==> src/hdl/kvca_pkg.sv <==
// Shared types and constants for the key/value cache append address generator.
package kvca_pkg;

  // Address and field widths
  localparam int unsigned AddrBits   = 48;
  localparam int unsigned MaxHeads   = 32;
  localparam int unsigned HeadBits   = 5;
  localparam int unsigned HeadCntW   = 6;
  localparam int unsigned LayerCntW  = 9;
  localparam int unsigned LayerW     = 8;
  localparam int unsigned SeqW       = 17;
  localparam int unsigned HeadWidthW = 10;
  localparam int unsigned BytesW     = 12;
  localparam int unsigned StrideW    = 29;
  localparam int unsigned LayerOffW  = 43;
  localparam int unsigned CfgIdxW    = 3;

  // Request commands
  typedef enum logic {
    CMD_APPEND = 1'b0,
    CMD_COMMIT = 1'b1
  } command_e;

  // Result status codes
  typedef enum logic [2:0] {
    STAT_OK         = 3'd0,
    STAT_FULL       = 3'd1,
    STAT_BAD_LAYER  = 3'd2,
    STAT_NO_PENDING = 3'd3,
    STAT_INCOMPLETE = 3'd4
  } status_e;

  // Result kinds
  typedef enum logic [1:0] {
    KIND_STATUS = 2'd0,
    KIND_KEY    = 2'd1,
    KIND_VALUE  = 2'd2
  } copy_kind_e;

  // Configuration register indexes
  localparam logic [CfgIdxW-1:0] CFG_LAYER_COUNT = 3'd0;
  localparam logic [CfgIdxW-1:0] CFG_HEAD_COUNT  = 3'd1;
  localparam logic [CfgIdxW-1:0] CFG_SEQ_CAP     = 3'd2;
  localparam logic [CfgIdxW-1:0] CFG_HEAD_WIDTH  = 3'd3;
  localparam logic [CfgIdxW-1:0] CFG_KEY_BASE    = 3'd4;
  localparam logic [CfgIdxW-1:0] CFG_VALUE_BASE  = 3'd5;

  // Controller to datapath commands
  typedef struct packed {
    logic capture;      // latch an accepted request
    logic check;        // run checks, update token state, compute products
    logic layer_mul;    // layer offset product
    logic base_sum;     // form the key and value row base addresses
    logic load_key;     // load key descriptor into output register
    logic load_value;   // load value descriptor, advance to next head
    logic load_status;  // load status-only result
  } dp_cmd_t;

  // Datapath to controller status
  typedef struct packed {
    logic copy_go;      // checks passed on an append with nonzero heads
    logic last_head;    // current head is the final one
  } dp_stat_t;

endpackage

==> src/hdl/kvca_ctrl.sv <==
// Controller state machine of the key/value cache append address generator.
module kvca_ctrl (
  input  logic              clk_i,
  input  logic              rst_ni,
  input  logic              in_valid_i,
  output logic              in_stall_o,
  output logic              out_valid_o,
  input  logic              out_stall_i,
  input  kvca_pkg::dp_stat_t dp_stat_i,
  output kvca_pkg::dp_cmd_t  dp_cmd_o
);

  typedef enum logic [2:0] {
    S_IDLE,
    S_CHECK,
    S_MUL,
    S_SUM,
    S_KEY,
    S_VALUE,
    S_STATUS
  } state_e;

  state_e state_q, state_d;
  logic   out_valid_q, out_valid_d;
  logic   out_free;
  logic   emit_state;
  logic   out_load;

  // Output register may take a new result when empty or being drained
  assign out_free   = !out_valid_q || !out_stall_i;
  assign emit_state = (state_q == S_KEY) || (state_q == S_VALUE) || (state_q == S_STATUS);
  assign out_load   = emit_state && out_free;

  assign in_stall_o  = (state_q != S_IDLE);
  assign out_valid_o = out_valid_q;

  // Commands to the datapath
  always_comb begin
    dp_cmd_o             = '0;
    dp_cmd_o.capture     = (state_q == S_IDLE) && in_valid_i;
    dp_cmd_o.check       = (state_q == S_CHECK);
    dp_cmd_o.layer_mul   = (state_q == S_MUL);
    dp_cmd_o.base_sum    = (state_q == S_SUM);
    dp_cmd_o.load_key    = (state_q == S_KEY) && out_free;
    dp_cmd_o.load_value  = (state_q == S_VALUE) && out_free;
    dp_cmd_o.load_status = (state_q == S_STATUS) && out_free;
  end

  // Next state
  always_comb begin
    state_d = state_q;
    unique case (state_q)
      S_IDLE:   if (in_valid_i) state_d = S_CHECK;
      S_CHECK:  state_d = dp_stat_i.copy_go ? S_MUL : S_STATUS;
      S_MUL:    state_d = S_SUM;
      S_SUM:    state_d = S_KEY;
      S_KEY:    if (out_free) state_d = S_VALUE;
      S_VALUE: begin
        if (out_free) state_d = dp_stat_i.last_head ? S_IDLE : S_KEY;
      end
      S_STATUS: if (out_free) state_d = S_IDLE;
      default:  state_d = S_IDLE;
    endcase
  end

  // Output valid follows loads and drains
  always_comb begin
    out_valid_d = out_valid_q;
    if (out_load) begin
      out_valid_d = 1'b1;
    end else if (!out_stall_i) begin
      out_valid_d = 1'b0;
    end
  end

  always_ff @(posedge clk_i or negedge rst_ni) begin
    if (!rst_ni) begin
      state_q     <= S_IDLE;
      out_valid_q <= 1'b0;
    end else begin
      state_q     <= state_d;
      out_valid_q <= out_valid_d;
    end
  end

endmodule

==> src/hdl/kvca_dp.sv <==
// Datapath: configuration, token state, address arithmetic and output register.
module kvca_dp (
  input  logic                                  clk_i,
  input  logic                                  rst_ni,
  // configuration writes
  input  logic                                  cfg_we_i,
  input  logic [kvca_pkg::CfgIdxW-1:0]          cfg_index_i,
  input  logic [kvca_pkg::AddrBits-1:0]         cfg_data_i,
  // request fields
  input  logic                                  command_i,
  input  logic [kvca_pkg::LayerW-1:0]           layer_i,
  input  logic [kvca_pkg::AddrBits-1:0]         key_source_addr_i,
  input  logic [kvca_pkg::AddrBits-1:0]         value_source_addr_i,
  // control
  input  kvca_pkg::dp_cmd_t                     dp_cmd_i,
  output kvca_pkg::dp_stat_t                    dp_stat_o,
  // result fields
  output logic [2:0]                            status_o,
  output logic [1:0]                            copy_kind_o,
  output logic [kvca_pkg::HeadBits-1:0]         head_index_o,
  output logic [kvca_pkg::AddrBits-1:0]         dest_addr_o,
  output logic [kvca_pkg::AddrBits-1:0]         src_addr_o,
  output logic [kvca_pkg::BytesW-1:0]           copy_bytes_o,
  output logic [kvca_pkg::SeqW-1:0]             position_o,
  output logic                                  last_o
);

  // Configuration registers
  logic [kvca_pkg::LayerCntW-1:0]  layer_cnt_q;
  logic [kvca_pkg::HeadCntW-1:0]   head_cnt_q;
  logic [kvca_pkg::SeqW-1:0]       seq_cap_q;
  logic [kvca_pkg::HeadWidthW-1:0] head_width_q;
  logic [kvca_pkg::AddrBits-1:0]   key_base_q;
  logic [kvca_pkg::AddrBits-1:0]   value_base_q;

  // Token state
  logic [kvca_pkg::SeqW-1:0]       tokens_q;
  logic [kvca_pkg::LayerCntW-1:0]  pending_q;

  // Request capture
  logic                            cmd_q;
  logic [kvca_pkg::LayerW-1:0]     layer_q;
  logic [kvca_pkg::AddrBits-1:0]   ksrc_q;
  logic [kvca_pkg::AddrBits-1:0]   vsrc_q;
  logic [kvca_pkg::SeqW-1:0]       pos_q;

  // Address setup and per-head walk
  logic [2:0]                      stat_q;
  logic [kvca_pkg::HeadCntW-1:0]   heads_q;
  logic [kvca_pkg::BytesW-1:0]     row_bytes_q;
  logic [kvca_pkg::StrideW-1:0]    stride_q;
  logic [kvca_pkg::StrideW-1:0]    row_off_q;
  logic [13:0]                     lh_q;
  logic [kvca_pkg::LayerOffW-1:0]  layer_off_q;
  logic [kvca_pkg::AddrBits-1:0]   kdst_q;
  logic [kvca_pkg::AddrBits-1:0]   vdst_q;
  logic [kvca_pkg::HeadBits-1:0]   head_q;

  // Output register
  logic [2:0]                      o_stat_q;
  logic [1:0]                      o_kind_q;
  logic [kvca_pkg::HeadBits-1:0]   o_head_q;
  logic [kvca_pkg::AddrBits-1:0]   o_dst_q;
  logic [kvca_pkg::AddrBits-1:0]   o_src_q;
  logic [kvca_pkg::BytesW-1:0]     o_bytes_q;
  logic [kvca_pkg::SeqW-1:0]       o_pos_q;
  logic                            o_last_q;

  logic [kvca_pkg::HeadCntW-1:0]   heads_clamp;
  logic                            is_full;
  logic                            commit_ok;
  logic                            append_ok;
  logic [2:0]                      check_stat;
  logic [26:0]                     seq_hw;
  logic [26:0]                     tok_hw;
  logic                            last_head;

  // Head count above the maximum is taken as the maximum
  assign heads_clamp = (head_cnt_q > kvca_pkg::HeadCntW'(kvca_pkg::MaxHeads))
                       ? kvca_pkg::HeadCntW'(kvca_pkg::MaxHeads) : head_cnt_q;

  // Request checks on captured fields and current state
  assign is_full = (tokens_q >= seq_cap_q);
  always_comb begin
    check_stat = 3'(kvca_pkg::STAT_OK);
    commit_ok  = 1'b0;
    append_ok  = 1'b0;
    if (cmd_q == kvca_pkg::CMD_COMMIT) begin
      if (pending_q == '0) begin
        check_stat = 3'(kvca_pkg::STAT_NO_PENDING);
      end else if (pending_q != layer_cnt_q) begin
        check_stat = 3'(kvca_pkg::STAT_INCOMPLETE);
      end else if (is_full) begin
        check_stat = 3'(kvca_pkg::STAT_FULL);
      end else begin
        commit_ok = 1'b1;
      end
    end else begin
      if (is_full) begin
        check_stat = 3'(kvca_pkg::STAT_FULL);
      end else if (({1'b0, layer_q} >= layer_cnt_q) || ({1'b0, layer_q} != pending_q)) begin
        check_stat = 3'(kvca_pkg::STAT_BAD_LAYER);
      end else begin
        append_ok = 1'b1;
      end
    end
  end

  // Products for the row stride and the token row offset
  assign seq_hw = 27'(seq_cap_q) * 27'(head_width_q);
  assign tok_hw = 27'(tokens_q) * 27'(head_width_q);

  assign last_head = ({1'b0, head_q} + kvca_pkg::HeadCntW'(1)) == heads_q;

  assign dp_stat_o.copy_go   = append_ok && (heads_clamp != '0);
  assign dp_stat_o.last_head = last_head;

  // Configuration registers and token state
  always_ff @(posedge clk_i or negedge rst_ni) begin
    if (!rst_ni) begin
      layer_cnt_q  <= kvca_pkg::LayerCntW'(1);
      head_cnt_q   <= kvca_pkg::HeadCntW'(1);
      seq_cap_q    <= kvca_pkg::SeqW'(1);
      head_width_q <= kvca_pkg::HeadWidthW'(1);
      key_base_q   <= '0;
      value_base_q <= '0;
      tokens_q     <= '0;
      pending_q    <= '0;
    end else begin
      if (cfg_we_i) begin
        unique case (cfg_index_i)
          kvca_pkg::CFG_LAYER_COUNT: layer_cnt_q  <= cfg_data_i[kvca_pkg::LayerCntW-1:0];
          kvca_pkg::CFG_HEAD_COUNT:  head_cnt_q   <= cfg_data_i[kvca_pkg::HeadCntW-1:0];
          kvca_pkg::CFG_SEQ_CAP:     seq_cap_q    <= cfg_data_i[kvca_pkg::SeqW-1:0];
          kvca_pkg::CFG_HEAD_WIDTH:  head_width_q <= cfg_data_i[kvca_pkg::HeadWidthW-1:0];
          kvca_pkg::CFG_KEY_BASE:    key_base_q   <= cfg_data_i;
          kvca_pkg::CFG_VALUE_BASE:  value_base_q <= cfg_data_i;
          default: ;
        endcase
      end
      if (dp_cmd_i.check) begin
        if (commit_ok) begin
          pending_q <= '0;
          tokens_q  <= tokens_q + kvca_pkg::SeqW'(1);
        end else if (append_ok) begin
          pending_q <= pending_q + kvca_pkg::LayerCntW'(1);
        end
      end
    end
  end

  // Request capture, address setup and per-head walk
  always_ff @(posedge clk_i) begin
    if (dp_cmd_i.capture) begin
      cmd_q   <= command_i;
      layer_q <= layer_i;
      ksrc_q  <= key_source_addr_i;
      vsrc_q  <= value_source_addr_i;
      pos_q   <= tokens_q;
    end
    if (dp_cmd_i.check) begin
      stat_q      <= check_stat;
      heads_q     <= heads_clamp;
      row_bytes_q <= {head_width_q, 2'b00};
      stride_q    <= {seq_hw, 2'b00};
      row_off_q   <= {tok_hw, 2'b00};
      lh_q        <= 14'(layer_q) * 14'(heads_clamp);
      head_q      <= '0;
    end
    if (dp_cmd_i.layer_mul) begin
      layer_off_q <= kvca_pkg::LayerOffW'(lh_q) * kvca_pkg::LayerOffW'(stride_q);
    end
    if (dp_cmd_i.base_sum) begin
      kdst_q <= key_base_q + kvca_pkg::AddrBits'(layer_off_q)
                + kvca_pkg::AddrBits'(row_off_q);
      vdst_q <= value_base_q + kvca_pkg::AddrBits'(layer_off_q)
                + kvca_pkg::AddrBits'(row_off_q);
    end
    // step to the next head after its value descriptor
    if (dp_cmd_i.load_value) begin
      kdst_q <= kdst_q + kvca_pkg::AddrBits'(stride_q);
      vdst_q <= vdst_q + kvca_pkg::AddrBits'(stride_q);
      ksrc_q <= ksrc_q + kvca_pkg::AddrBits'(row_bytes_q);
      vsrc_q <= vsrc_q + kvca_pkg::AddrBits'(row_bytes_q);
      head_q <= head_q + kvca_pkg::HeadBits'(1);
    end
  end

  // Output register
  always_ff @(posedge clk_i) begin
    if (dp_cmd_i.load_key) begin
      o_stat_q  <= 3'(kvca_pkg::STAT_OK);
      o_kind_q  <= 2'(kvca_pkg::KIND_KEY);
      o_head_q  <= head_q;
      o_dst_q   <= kdst_q;
      o_src_q   <= ksrc_q;
      o_bytes_q <= row_bytes_q;
      o_pos_q   <= pos_q;
      o_last_q  <= 1'b0;
    end else if (dp_cmd_i.load_value) begin
      o_stat_q  <= 3'(kvca_pkg::STAT_OK);
      o_kind_q  <= 2'(kvca_pkg::KIND_VALUE);
      o_head_q  <= head_q;
      o_dst_q   <= vdst_q;
      o_src_q   <= vsrc_q;
      o_bytes_q <= row_bytes_q;
      o_pos_q   <= pos_q;
      o_last_q  <= last_head;
    end else if (dp_cmd_i.load_status) begin
      o_stat_q  <= stat_q;
      o_kind_q  <= 2'(kvca_pkg::KIND_STATUS);
      o_head_q  <= '0;
      o_dst_q   <= '0;
      o_src_q   <= '0;
      o_bytes_q <= '0;
      o_pos_q   <= pos_q;
      o_last_q  <= 1'b1;
    end
  end

  assign status_o     = o_stat_q;
  assign copy_kind_o  = o_kind_q;
  assign head_index_o = o_head_q;
  assign dest_addr_o  = o_dst_q;
  assign src_addr_o   = o_src_q;
  assign copy_bytes_o = o_bytes_q;
  assign position_o   = o_pos_q;
  assign last_o       = o_last_q;

endmodule

==> src/hdl/kv_cache_append_address_generator_top.sv <==
// Top level of the key/value cache append address generator.
//
// Requests enter on the in_* channel (valid/stall): an append names one layer
// and gives packed key and value source rows; a commit closes the open token.
// Results leave on the out_* channel (valid/stall), one transaction each; last_o
// marks the final result of a request. Configuration registers are written over
// the cfg_* channel (valid/ready, always ready); the user must write them only
// while the block is idle; the block does not enforce this. A request is taken
// only in the idle state; in_stall_o is high while one is being worked on.
// Rejected requests, commits and zero-head appends give one status-only result.
// A passing append with H heads goes through capture, the checks with the
// stride and row products, the layer offset multiply and the base address sum,
// then gives 2*H descriptors, one per cycle unless the output is stalled.
// Descriptor generation is bound by the single output register.
// A stalled receiver holds the output register and the generator waits on it;
// the next request may be accepted while the final result still waits.
// Reset clears the token count and pending layers, returns the registers to
// their defaults (one layer, one head, capacity one, width one, zero bases)
// and empties the output register.
module kv_cache_append_address_generator_top (
  input  logic                                  clk_i,
  input  logic                                  rst_ni,
  // configuration
  input  logic                                  cfg_valid_i,
  output logic                                  cfg_ready_o,
  input  logic [kvca_pkg::CfgIdxW-1:0]          cfg_index_i,
  input  logic [kvca_pkg::AddrBits-1:0]         cfg_data_i,
  // requests
  input  logic                                  in_valid_i,
  output logic                                  in_stall_o,
  input  logic                                  command_i,
  input  logic [kvca_pkg::LayerW-1:0]           layer_i,
  input  logic [kvca_pkg::AddrBits-1:0]         key_source_addr_i,
  input  logic [kvca_pkg::AddrBits-1:0]         value_source_addr_i,
  // results
  output logic                                  out_valid_o,
  input  logic                                  out_stall_i,
  output logic [2:0]                            status_o,
  output logic [1:0]                            copy_kind_o,
  output logic [kvca_pkg::HeadBits-1:0]         head_index_o,
  output logic [kvca_pkg::AddrBits-1:0]         dest_addr_o,
  output logic [kvca_pkg::AddrBits-1:0]         src_addr_o,
  output logic [kvca_pkg::BytesW-1:0]           copy_bytes_o,
  output logic [kvca_pkg::SeqW-1:0]             position_o,
  output logic                                  last_o
);

  kvca_pkg::dp_cmd_t  dp_cmd;
  kvca_pkg::dp_stat_t dp_stat;

  // Register writes are always taken
  assign cfg_ready_o = 1'b1;

  kvca_ctrl u_ctrl (
    .clk_i       (clk_i),
    .rst_ni      (rst_ni),
    .in_valid_i  (in_valid_i),
    .in_stall_o  (in_stall_o),
    .out_valid_o (out_valid_o),
    .out_stall_i (out_stall_i),
    .dp_stat_i   (dp_stat),
    .dp_cmd_o    (dp_cmd)
  );

  kvca_dp u_dp (
    .clk_i               (clk_i),
    .rst_ni              (rst_ni),
    .cfg_we_i            (cfg_valid_i),
    .cfg_index_i         (cfg_index_i),
    .cfg_data_i          (cfg_data_i),
    .command_i           (command_i),
    .layer_i             (layer_i),
    .key_source_addr_i   (key_source_addr_i),
    .value_source_addr_i (value_source_addr_i),
    .dp_cmd_i            (dp_cmd),
    .dp_stat_o           (dp_stat),
    .status_o            (status_o),
    .copy_kind_o         (copy_kind_o),
    .head_index_o        (head_index_o),
    .dest_addr_o         (dest_addr_o),
    .src_addr_o          (src_addr_o),
    .copy_bytes_o        (copy_bytes_o),
    .position_o          (position_o),
    .last_o              (last_o)
  );

endmodule

==> config.mk <==
export PLATFORM = sky130hd
export DESIGN_NAME = kv_cache_append_address_generator_top
export DESIGN_NICKNAME = d
export VERILOG_FILES = /design/src/hdl/kvca_pkg.sv /design/src/hdl/kvca_ctrl.sv /design/src/hdl/kvca_dp.sv /design/src/hdl/kv_cache_append_address_generator_top.sv
export SDC_FILE = /design/constraint.sdc
export NUM_CORES = 2
export LEC_CHECK = 0
export BUFFER_PORTS_ARGS = -buffer_cell sky130_fd_sc_hd__buf_2
export CAP_MARGIN = 20
export CELL_PAD_IN_SITES_DETAIL_PLACEMENT = 1
export CELL_PAD_IN_SITES_GLOBAL_PLACEMENT = 2
export CORE_MARGIN = 4
export CORE_UTILIZATION = 42
export DETAILED_ROUTE_END_ITERATION = 7
export GPL_ROUTABILITY_DRIVEN = 0
export MAX_ROUTING_LAYER = met4
export PLACE_DENSITY_LB_ADDON = 0.05
export REMOVE_ABC_BUFFERS = 1
export SLEW_MARGIN = 0
export SYNTH_ARGS = -nofsm -noshare
export SYNTH_HDL_FRONTEND = slang
export SYNTH_SLANG_ARGS = --single-unit
==> constraint.sdc <==
create_clock -name clk_i -period 9.8 [get_ports clk_i]
set_input_delay 1.96 -clock clk_i [delete_from_list [all_inputs] [get_ports clk_i]]
set_output_delay 1.96 -clock clk_i [all_outputs]
set_load 0.01 [all_outputs]
==> metrics.txt <==
# TYPE chip_impl_metric gauge
chip_impl_info{name="run_status",value="finished clean"} 1
chip_impl_metric{name="insertion_delay",unit="ns"} 0.71
chip_impl_info{name="setup.worst_path.end_class",value="register"} 1
chip_impl_metric{name="postSynthCellCount",unit=""} 6062
chip_impl_metric{name="fp.dieW",unit="um"} 388
chip_impl_metric{name="finalNetCount",unit=""} 7476
chip_impl_metric{name="post-cts-setup-buffers",unit=""} 0
chip_impl_info{name="yosys.area.top_type",value="sky130_fd_sc_hd__edfxtp_1"} 1
chip_impl_metric{name="worst-endpoint-required",unit="ns"} 10.23
chip_impl_metric{name="worst_ep_arrival_time",unit="ns"} 7.65
chip_impl_metric{name="chipHeight",unit="um"} 388
chip_impl_metric{name="ctsLongestPathBuffers",unit=""} 3
chip_impl_metric{name="port-buffer-count",unit=""} 296
chip_impl_metric{name="ys.warnings.count",unit=""} 0
chip_impl_metric{name="timing.final.hold_violations",unit=""} 0
chip_impl_metric{name="regToRegSetupSlack",unit="ns"} 2.58
chip_impl_metric{name="gr-total-overflow",unit=""} 0
chip_impl_metric{name="post_route_cells_drive_above_1_share",unit="%"} 10.4
chip_impl_metric{name="finalClockSkew",unit="ns"} 0.0458
chip_impl_metric{name="layout_min_cycle_time",unit="ns"} 7.22
chip_impl_metric{name="grt_pass1_wl",unit="um"} 292000
chip_impl_info{name="most_instantiated_cells_after_synthesis",value="790 x sky130_fd_sc_hd__nand2_1, 685 x sky130_fd_sc_hd__inv_1, 618 x sky130_fd_sc_hd__fa_1, 479 x sky130_fd_sc_hd__edfxtp_1, 464 x sky130_fd_sc_hd__ha_1"} 1
chip_impl_info{name="setup.worst_path.start_class",value="register"} 1
chip_impl_info{name="ys.flop_type",value="sky130_fd_sc_hd__edfxtp_1"} 1
chip_impl_metric{name="timing.hold.ws",unit="ns"} 0.418
chip_impl_metric{name="cp_max_fo",unit=""} 16
chip_impl_metric{name="max_freq",unit="GHz"} 0.139
chip_impl_metric{name="grt_antenna_before_repair",unit=""} 8
chip_impl_metric{name="worst_slew_pin_slew",unit="ns"} 1.18
chip_impl_metric{name="clk_pin_slew",unit="ns"} 0.06
chip_impl_metric{name="synth_to_final_area_change",unit="%"} 10.2
chip_impl_metric{name="worstHoldPathCells",unit=""} 0
chip_impl_metric{name="cts.htree.levels",unit=""} 3
chip_impl_metric{name="vias_in_the_first_global_route",unit=""} 48400
chip_impl_metric{name="drt-wirelength-per-cell",unit="um"} 22.8
chip_impl_metric{name="r2r.worst_path.cells",unit=""} 23
chip_impl_metric{name="core-area",unit="um^2"} 144000
chip_impl_metric{name="postSynth.asyncResetShare",unit="%"} 25.7
chip_impl_metric{name="layout_worst_path_cycle_share",unit="%"} 73.6
chip_impl_metric{name="setup_violations",unit=""} 0
chip_impl_metric{name="drtIter0Drc",unit=""} 2184
chip_impl_info{name="hold_path_class",value="reg2reg"} 1
chip_impl_metric{name="synthesis.area",unit="um^2"} 60700
chip_impl_metric{name="synth_seq_area_share",unit="%"} 30.8
chip_impl_metric{name="vias",unit=""} 44000
chip_impl_info{name="reg2reg_from",value="u_dp.stride_q[11]"} 1
chip_impl_metric{name="numClockSinks",unit=""} 653
chip_impl_metric{name="max_slew_margin",unit="%"} 21.6
chip_impl_metric{name="grt_start_max_net_pins",unit=""} 96
chip_impl_info{name="end_point_of_the_most_critical_hold_path",value="u_dp.position_o[5]"} 1
chip_impl_metric{name="floorplan.initialDensity",unit="%"} 42.2
chip_impl_info{name="synth.area.top_cells",value="sky130_fd_sc_hd__edfxtp_1 24%, sky130_fd_sc_hd__fa_1 20%, sky130_fd_sc_hd__ha_1 9.6%, sky130_fd_sc_hd__dfrtp_1 6.8%, sky130_fd_sc_hd__nand2_1 4.9%"} 1
chip_impl_metric{name="globalRouteTotalUtil",unit="%"} 25.7
chip_impl_info{name="clock_tree_from_tritoncts",value="done"} 1
chip_impl_metric{name="number_of_synthesized_flops_with_an_enable_pin",unit=""} 479
chip_impl_metric{name="syn_avg_cell_area",unit="um^2"} 10.0
chip_impl_metric{name="final_max_slew_viol_count",unit=""} 0
chip_impl_metric{name="synth-seq-cells",unit=""} 653
chip_impl_info{name="synth.most_common_cell",value="sky130_fd_sc_hd__nand2_1"} 1
chip_impl_metric{name="wl",unit="um"} 187000
chip_impl_metric{name="synth_cell_types",unit=""} 85
chip_impl_info{name="setup.worst_path.class",value="reg2reg"} 1
chip_impl_info{name="setup_repair_after_global_routing_missed_its_margin",value="no"} 1
chip_impl_metric{name="post_cts.resized_instances",unit=""} 0
chip_impl_info{name="root_buffer",value="sky130_fd_sc_hd__clkbuf_16"} 1
chip_impl_metric{name="vias_per_cell",unit=""} 5.37
chip_impl_metric{name="cts_inserted_buffers",unit=""} 83
chip_impl_info{name="hp-start",value="u_dp.pos_q[5]"} 1
chip_impl_metric{name="filler_cell_count",unit=""} 16100
chip_impl_metric{name="rows",unit=""} 139
chip_impl_info{name="endpoint_of_the_worst_slack_reg_to_reg_timing_path",value="u_dp.layer_off_q[41]"} 1
chip_impl_metric{name="cts-hold-fix-buffers",unit=""} 0
chip_impl_metric{name="ant_nets",unit=""} 0
chip_impl_metric{name="detailed_place_hpwl",unit="um"} 145000
chip_impl_metric{name="netlist.area_leader.share",unit="%"} 23.7
chip_impl_metric{name="drtPass1Iterations",unit=""} 5
chip_impl_metric{name="drc_errors",unit=""} 0
chip_impl_metric{name="die-area",unit="um^2"} 151000
chip_impl_metric{name="top_level_ports",unit=""} 300
chip_impl_metric{name="cap_violations",unit=""} 0
-- layer usage --
layer / vias to the layer above / GRT usage, % / routed length, um / part of all wire, %
met4: 0 / 5.76 / 4440 / 2.4
met3: 199 / 2.78 / 6330 / 3.4
met1: 22700 / 35.2 / 88200 / 47
met5: - / - / 0 / 0
li1: 20500 / - / - / -
met2: 654 / 41.6 / 88200 / 47
-- critical path: stages (launching register included) --
cell and delay, ns:
sky130_fd_sc_hd__edfxtp_1 0.73, sky130_fd_sc_hd__and2_1 0.35, sky130_fd_sc_hd__fa_1 0.57, sky130_fd_sc_hd__inv_1 0.06, sky130_fd_sc_hd__fa_1 0.47, sky130_fd_sc_hd__inv_1 0.05
sky130_fd_sc_hd__fa_1 0.49, sky130_fd_sc_hd__fa_1 0.48, sky130_fd_sc_hd__fa_1 0.51, sky130_fd_sc_hd__inv_1 0.05, sky130_fd_sc_hd__fa_1 0.47, sky130_fd_sc_hd__inv_1 0.04
sky130_fd_sc_hd__ha_1 0.34, sky130_fd_sc_hd__a21oi_1 0.22, sky130_fd_sc_hd__o21ai_1 0.13, sky130_fd_sc_hd__a221o_1 0.38, sky130_fd_sc_hd__a32o_1 0.27, sky130_fd_sc_hd__a41oi_1 0.42
sky130_fd_sc_hd__nor2b_1 0.13, sky130_fd_sc_hd__a21oi_1 0.28, sky130_fd_sc_hd__o311ai_1 0.15, sky130_fd_sc_hd__nand4_1 0.13, sky130_fd_sc_hd__nand3_1 0.09, sky130_fd_sc_hd__xor2_1 0.15
-- area by class of cell --
class / instances / area (um^2) / area share (%)
Multi-Input combinational cell: 4455 / 38400 / 57.5
Sequential cell: 653 / 18700 / 28.0
Inverter: 685 / 2580 / 3.86
Tap cell: 1903 / 2380 / 3.56
Clock buffer: 116 / 2330 / 3.49
Timing Repair Buffer: 355 / 1950 / 2.91
Clock inverter: 38 / 479 / 0.716
Antenna cell: 1 / 2.50 / 0.00374
-- how the worst max path moves through the flow --
stage,start,endpoint,slack [ns],cells past startpoint
after floorplan,u_ctrl.state_q[0],u_dp.ksrc_q[10],-8.56,2
after global placement,u_dp.lh_q[2],u_dp.layer_off_q[41],2.67,23
after detailed placement,u_dp.lh_q[2],u_dp.layer_off_q[41],2.54,23
after CTS,u_dp.lh_q[2],u_dp.layer_off_q[41],2.54,23
after global routing,u_dp.lh_q[2],u_dp.layer_off_q[41],2.19,23
final,u_dp.stride_q[11],u_dp.layer_off_q[41],2.58,23
-- registers in the layout, indices dropped and copies added, names as in the netlist, 14 cells and up --
| register | flops |
|---|---|
| u_dp.dest_addr_o | 48 |
| u_dp.kdst_q | 48 |
| u_dp.key_base_q | 48 |
| u_dp.ksrc_q | 48 |
| u_dp.layer_off_q | 41 |
| u_dp.lh_q | 14 |
| u_dp.pos_q | 17 |
| u_dp.position_o | 17 |
| u_dp.row_off_q | 27 |
| u_dp.seq_cap_q | 17 |
| u_dp.src_addr_o | 48 |
| u_dp.stride_q | 27 |
| u_dp.tokens_q | 17 |
| u_dp.value_base_q | 48 |
| u_dp.vdst_q | 48 |
| u_dp.vsrc_q | 48 |
-- layout by cell type, fill, tap and decap left out, types with 148 or more instances in the layout --
| cell | instances |
|---|---|
| sky130_fd_sc_hd__nand2_1 | 789 |
| sky130_fd_sc_hd__inv_1 | 683 |
| sky130_fd_sc_hd__fa_1 | 618 |
| sky130_fd_sc_hd__edfxtp_1 | 479 |
| sky130_fd_sc_hd__ha_1 | 464 |
| sky130_fd_sc_hd__and2_1 | 373 |
| sky130_fd_sc_hd__nor2_1 | 305 |
| sky130_fd_sc_hd__buf_2 | 295 |
| sky130_fd_sc_hd__a21oi_1 | 279 |
| sky130_fd_sc_hd__o21ai_0 | 254 |
| sky130_fd_sc_hd__xnor2_1 | 212 |
| sky130_fd_sc_hd__dfrtp_1 | 160 |
| sky130_fd_sc_hd__xor2_1 | 159 |
| sky130_fd_sc_hd__a21o_1 | 148 |
-- kinds of logic after synthesis --
| logic type | Yosys count | synth area share, % |
|---|---|---|
| muxes | 219 | 3.85 |
| buffers and inverters | 955 | 5.93 |
| DFF | 653 | 30.8 |
| other | 2 | 0.0124 |
| adders and majority gates | 1082 | 30.0 |
| and+or+nand+nor | 1845 | 14.4 |
| AOI/OAI and AO/OA | 935 | 9.62 |
| xor gates and xnor gates | 371 | 5.35 |
-- metrics by stage --
stage               std cells  TNS [ns]  utilization [%]  setup WS (ns)  area (um^2)
finish                   8206         0             46.6           2.58        66900
global route             8205         0             46.6           2.19        66900
CTS                      8205         0             46.6           2.54        66900
detailed placement       8051         0             44.6           2.54        64100
global placement         8051         0             44.6           2.67        64100
floorplan                5793   -852.28                -          -8.56        59700
Power is not shown: default switching activity piles up to over one toggle a cycle in this logic, so the estimate is an artifact.
